===== config.mk =====
export PLATFORM = sky130hd
export DESIGN_NAME = dlxeu_regfile
export DESIGN_NICKNAME = d
export VERILOG_FILES = /design/src/design/dlxeu_pkg.sv /design/src/design/dlxeu_regfile.sv
export SDC_FILE = /design/constraint.sdc
export NUM_CORES = 2
export LEC_CHECK = 0
export BUFFER_PORTS_ARGS = -buffer_cell sky130_fd_sc_hd__clkbuf_2
export CAP_MARGIN = 20
export CORE_MARGIN = 2
export CORE_UTILIZATION = 40
export CTS_BUF_LIST = sky130_fd_sc_hd__clkbuf_16
export DETAILED_ROUTE_END_ITERATION = 10
export PLACE_DENSITY = 0.56
export SETUP_SLACK_MARGIN = 0.2
export SYNTH_ARGS = -nofsm -noshare
export SYNTH_HDL_FRONTEND = slang
export SYNTH_SLANG_ARGS = --single-unit

===== constraint.sdc =====
create_clock -name clk -period 2.65 [get_ports clk]
set_input_delay 0.1325 -clock clk [delete_from_list [all_inputs] [get_ports clk]]
set_output_delay 0.1325 -clock clk [all_outputs]
set_load 0.05 [all_outputs]

===== src/design/dlxeu_pkg.sv =====
// Shared constants, command codes and memory request type for the DLX-subset execute unit.
package dlxeu_pkg;

  localparam int ADDR_BITS = 16;
  localparam int NUM_REGS  = 32;
  localparam int PC_BITS   = 12;
  localparam int REG_BITS  = $clog2(NUM_REGS);
  localparam int NUM_BANKS = 4;
  localparam int ROW_BITS  = ADDR_BITS - 2;
  localparam int LEN_BITS  = 13;

  localparam logic [5:0] CMD_ADD     = 6'd0;
  localparam logic [5:0] CMD_XOR     = 6'd4;
  localparam logic [5:0] CMD_ADDI    = 6'd5;
  localparam logic [5:0] CMD_XORI    = 6'd9;
  localparam logic [5:0] CMD_SLT     = 6'd10;
  localparam logic [5:0] CMD_SNE     = 6'd15;
  localparam logic [5:0] CMD_SLTI    = 6'd16;
  localparam logic [5:0] CMD_SNEI    = 6'd21;
  localparam logic [5:0] CMD_SLLI    = 6'd22;
  localparam logic [5:0] CMD_SRLI    = 6'd23;
  localparam logic [5:0] CMD_LW      = 6'd24;
  localparam logic [5:0] CMD_SW      = 6'd25;
  localparam logic [5:0] CMD_LB      = 6'd26;
  localparam logic [5:0] CMD_SB      = 6'd27;
  localparam logic [5:0] CMD_BEQZ    = 6'd28;
  localparam logic [5:0] CMD_BNEZ    = 6'd29;
  localparam logic [5:0] CMD_JR      = 6'd30;
  localparam logic [5:0] CMD_PRINT   = 6'd31;
  localparam logic [5:0] CMD_PRELOAD = 6'd32;

  localparam logic [1:0] TM_LABEL = 2'd0;
  localparam logic [1:0] TM_REG   = 2'd1;

  localparam logic [2:0] ALU_ADD = 3'd0;
  localparam logic [2:0] ALU_SUB = 3'd1;
  localparam logic [2:0] ALU_AND = 3'd2;
  localparam logic [2:0] ALU_OR  = 3'd3;

  localparam logic [2:0] CMP_LT = 3'd0;
  localparam logic [2:0] CMP_LE = 3'd1;
  localparam logic [2:0] CMP_EQ = 3'd2;
  localparam logic [2:0] CMP_GT = 3'd3;
  localparam logic [2:0] CMP_GE = 3'd4;

  // One access to the byte banks: per-bank enable, write, row and data.
  typedef struct packed {
    logic [NUM_BANKS-1:0]               en;
    logic [NUM_BANKS-1:0]               we;
    logic [NUM_BANKS-1:0][ROW_BITS-1:0] row;
    logic [NUM_BANKS-1:0][7:0]          wdata;
  } dmem_req_t;

  function automatic logic [REG_BITS-1:0] reg_index(input logic [4:0] f);
    return REG_BITS'(32'(f) % NUM_REGS);
  endfunction

endpackage


===== src/design/dlxeu_regfile.sv =====
// Register file: two registered read ports, one write port, reset valid bits, write bypass.
module dlxeu_regfile import dlxeu_pkg::*; (
  input  logic                clk,
  input  logic                rst,
  input  logic                rd_en,
  input  logic [REG_BITS-1:0] raddr0,
  input  logic [REG_BITS-1:0] raddr1,
  input  logic                we,
  input  logic [REG_BITS-1:0] waddr,
  input  logic [31:0]         wdata,
  output logic [31:0]         rdata0,
  output logic [31:0]         rdata1
);

  logic [31:0]         mem [NUM_REGS];
  logic [NUM_REGS-1:0] valid;

  // Write the array
  always_ff @(posedge clk) begin
    if (we) begin
      mem[waddr] <= wdata;
    end
  end

  // Track written entries; unwritten ones read as zero
  always_ff @(posedge clk) begin
    if (rst) begin
      valid <= '0;
    end else if (we) begin
      valid[waddr] <= 1'b1;
    end
  end

  // Read both ports, forwarding a write at the same edge
  always_ff @(posedge clk) begin
    if (rd_en) begin
      rdata0 <= (we && waddr == raddr0) ? wdata : (valid[raddr0] ? mem[raddr0] : '0);
      rdata1 <= (we && waddr == raddr1) ? wdata : (valid[raddr1] ? mem[raddr1] : '0);
    end
  end

endmodule


==> out/qor.yml <==
route:
  viasPerCell: 6.41
  drc: 0
  wl_per_cell_um: 36.1
  routed_wl_um: 160000
  firstDrtPassIters: 5
  num_vias: 28365
  dr.first_iter.drc_count: 2915
  ant_nets: 0
placed_design:
  place.gp.congestion: 0.789
  portBuffers: 114
  hpwlAfterDp_um: 90600
final_layout:
  drive_above_1_share_pct: 39.7
  postLayoutCoreUtil_pct: 47.1
  syn_to_final_growth_pct: 16.7
  layout.nets: 2722
yosys:
  yosys_warnings: 0
  ys.flop_type: "edfxtp_1"
  syn_inst: 2443
  synthSimpleGateAreaFrac_pct: 2.76
  synth.top_cells.by_count: "edfxtp_1 (1088), mux4_2 (582), clkbuf_1 (121), nor2_1 (102)"
  synth.area.top_cells: "edfxtp_1 (65%), mux4_2 (26%), a22oi_1 (1.5%), dfxtp_1 (1.3%), clkbuf_1 (0.90%)"
  synthArstFlopShare_pct: 0
  synth_compound_area_share_pct: 2.82
  synth-xor-area-share_pct: 0.173
  yosysSeqAreaShare_pct: 65.8
  synth_seq_cells: 1120
  yosysMostFrequentCell: "edfxtp_1"
  synth_top_family_by_area: "multiplexers"
  netlist.area_leader.share_pct: 64.5
  synth.largest_area_cell: "edfxtp_1"
  synth-adder-area-share_pct: 0
  netlist_area_um2: 50600
  synth.area.mux_share_pct: 26.7
  synth_edf_count: 1088
  ys_types: 41
  postSynthAreaPerCell_um2: 20.7
  syn_nets: 2494
grt:
  antenna_found_initial: 5
  grt_pass1_vias: 29630
  grtUsageTotal_pct: 24.7
  grt_overflow: 0
  grt_pass1_wl_um: 226000
  grt_start_max_net_pins: 65
flow_run:
  drv_cap: 0
cts:
  cts_tree: "done"
  cts-root-buf: "clkbuf_16"
  path_clk_slew_ns: 0.06
  clk_path_buf_depth: 3
  insertion_delay_ns: 0.74
  cts_hold_buf: 5
  h-tree-depth: 3
  numCtsBuffers: 120
  clkSinkCount: 1120
  post_cts_buffers: 0
  cts_resized: 0
floorplan:
  chipHeight_um: 360
  io_pins: 115
  initial_core_util_pct: 40.3
  rows: 130
  dieArea_um2: 129000
  core_area_um2: 126000
  fp.dieW_um: 360
min_path:
  hold_class: "primary input to flip-flop"
  holdPathStages: 1
  hold-path-endpoint: "mem[30][14]$_DFFE_PP_"
  min_from: "wdata[14]"
setup_path:
  cp_max_fo: 12
  worst-setup-path-type: "flip-flop to flip-flop"
  worstPathArrival_ns: 2.64
  r2r_start: "valid[11]$_SDFFE_PP0P_"
  cpMaxStageDelayCell: "mux4_2"
  r2r_slack_ns: 0.43
  reg2reg_depth: 6
  endpoint_kind: "flip-flop"
  crit_required_ns: 3.07
  crit_path_start_kind: "flip-flop"
  crit_chain: "mux4_2 -> a22oi_1 -> a21o_1 -> a21oi_4 -> buf_12 -> a32o_1"
  rr_endpoint: "rdata1[2]$_DFFE_PP_"
  critPathMaxStageDelay_ns: 0.48
sta:
  hold_violations: 0
  period_share_pct: 83.8
  max_freq_mhz: 450
  rsz0062_at_grt: "false"
  fin_worst_skew_ns: 0.0370
  maxSlewHeadroom_pct: 36.9
  maxSlewViolCount: 0
  setup-violations-final: 0
  fin_crit_ns: 2.22
  tightest_slew_ns: 0.947
  whs_ns: 0.0435
power:
  p_leak_nw: 18.7
  ir_worst_vdd_v: 0.000639
  power.density_nw_per_um2: 677
outcome:
  outcome: "completed"
sequential cells by signal, indices dropped and copies added, names as in the netlist:
signal,cells
mem,1024
rdata1,32
rdata0,32
valid,32
through the flow:
step	area [um^2]	power [mW]	setup WS (ns)	instances	TNS [ns]
2_1_floorplan	50700	22.3	-0.106	2443	-32.67
3_3_place_gp	55100	23.6	0.144	4194	0
3_5_place_dp	55100	23.7	0.146	4194	0
4_1_cts	59100	40.3	0.440	4426	0
5_1_grt	59100	41.2	0.419	4427	0
6_report	59100	40.0	0.430	4427	0
where the power goes:
group          total, mW  leakage [nW]  internal (mW)  switching [mW]
Clock               16.7          1.98           9.51            7.18
Sequential          19.8          10.1           19.7           0.124
Combinational       3.47          6.54           1.46            2.01
Total               40.0          18.7           30.7            9.32
per-layer routing:
layer  wire [um]  track usage [%]  vias to the layer above
li1            -                -                    11135
met1       63400             33.0                    15644
met2       80900             42.0                     1307
met3       10300             3.53                      275
met4        5330             7.86                        4
met5          22                0                        -
worst max-delay path: cells and delay by family, from the launching register on:
| kind | cells | cell delay [ns] |
|---|---|---|
| compound gates | 4 | 0.92 |
| mux | 1 | 0.48 |
| flops | 1 | 0.32 |
| buf+inv | 1 | 0.20 |
placed cells by master (no fill, tap or decap), drive strengths merged, types with 3 or more instances in the layout:
master,netlist,final
xor2,8,8
nand3b,38,38
nor2,102,102
a22oi,98,98
buf,79,195
a221oi,4,4
a32o,32,32
nor2b,3,3
o21a,4,4
clkbuf,121,226
o21ai,31,31
nand2,98,98
nand3,5,5
nand4,33,33
bufinv,0,13
edfxtp,1088,1088
mux4,582,582
inv,4,26
dlygate4sd3,0,5
a21oi,6,6
or2,4,4
o32a,3,3
dfxtp,32,32
mux2i,41,41
clkinv,0,66
or3b,3,3
clkinvlp,0,6
how the worst max path moves through the flow:
stage,cells past startpoint,start,end,slack (ns)
global placement,7,raddr0[0],rdata0[18]$_DFFE_PP_,0.14
floorplan,4,waddr[0],mem[28][0]$_DFFE_PP_,-0.11
detailed placement,7,raddr0[0],rdata0[18]$_DFFE_PP_,0.15
CTS,4,mem[21][30]$_DFFE_PP_,rdata0[30]$_DFFE_PP_,0.44
global route,6,valid[11]$_SDFFE_PP0P_,rdata1[2]$_DFFE_PP_,0.42
finish,6,valid[11]$_SDFFE_PP0P_,rdata1[2]$_DFFE_PP_,0.43
area by class of cell:
class	instances	area (um^2)
Sequential cell	1120	33300
Timing Repair Buffer	306	3070
Inverter	4	16.3
Fill cell	10413	66500
Antenna cell	1	2.50
Tap cell	1650	2060
Clock buffer	120	3000
Multi-Input combinational cell	1119	16700
Clock inverter	107	923
logic make-up (layout without fill, tap and decap cells):
logic type	after synthesis	after routing
mux	624	624
compound gates	189	189
flops	1120	1120
simple gates	296	296
other cells	0	1
xor+xnor	10	10
buf+inv	204	537
Note: power is estimated with default switching activity, not from simulation.
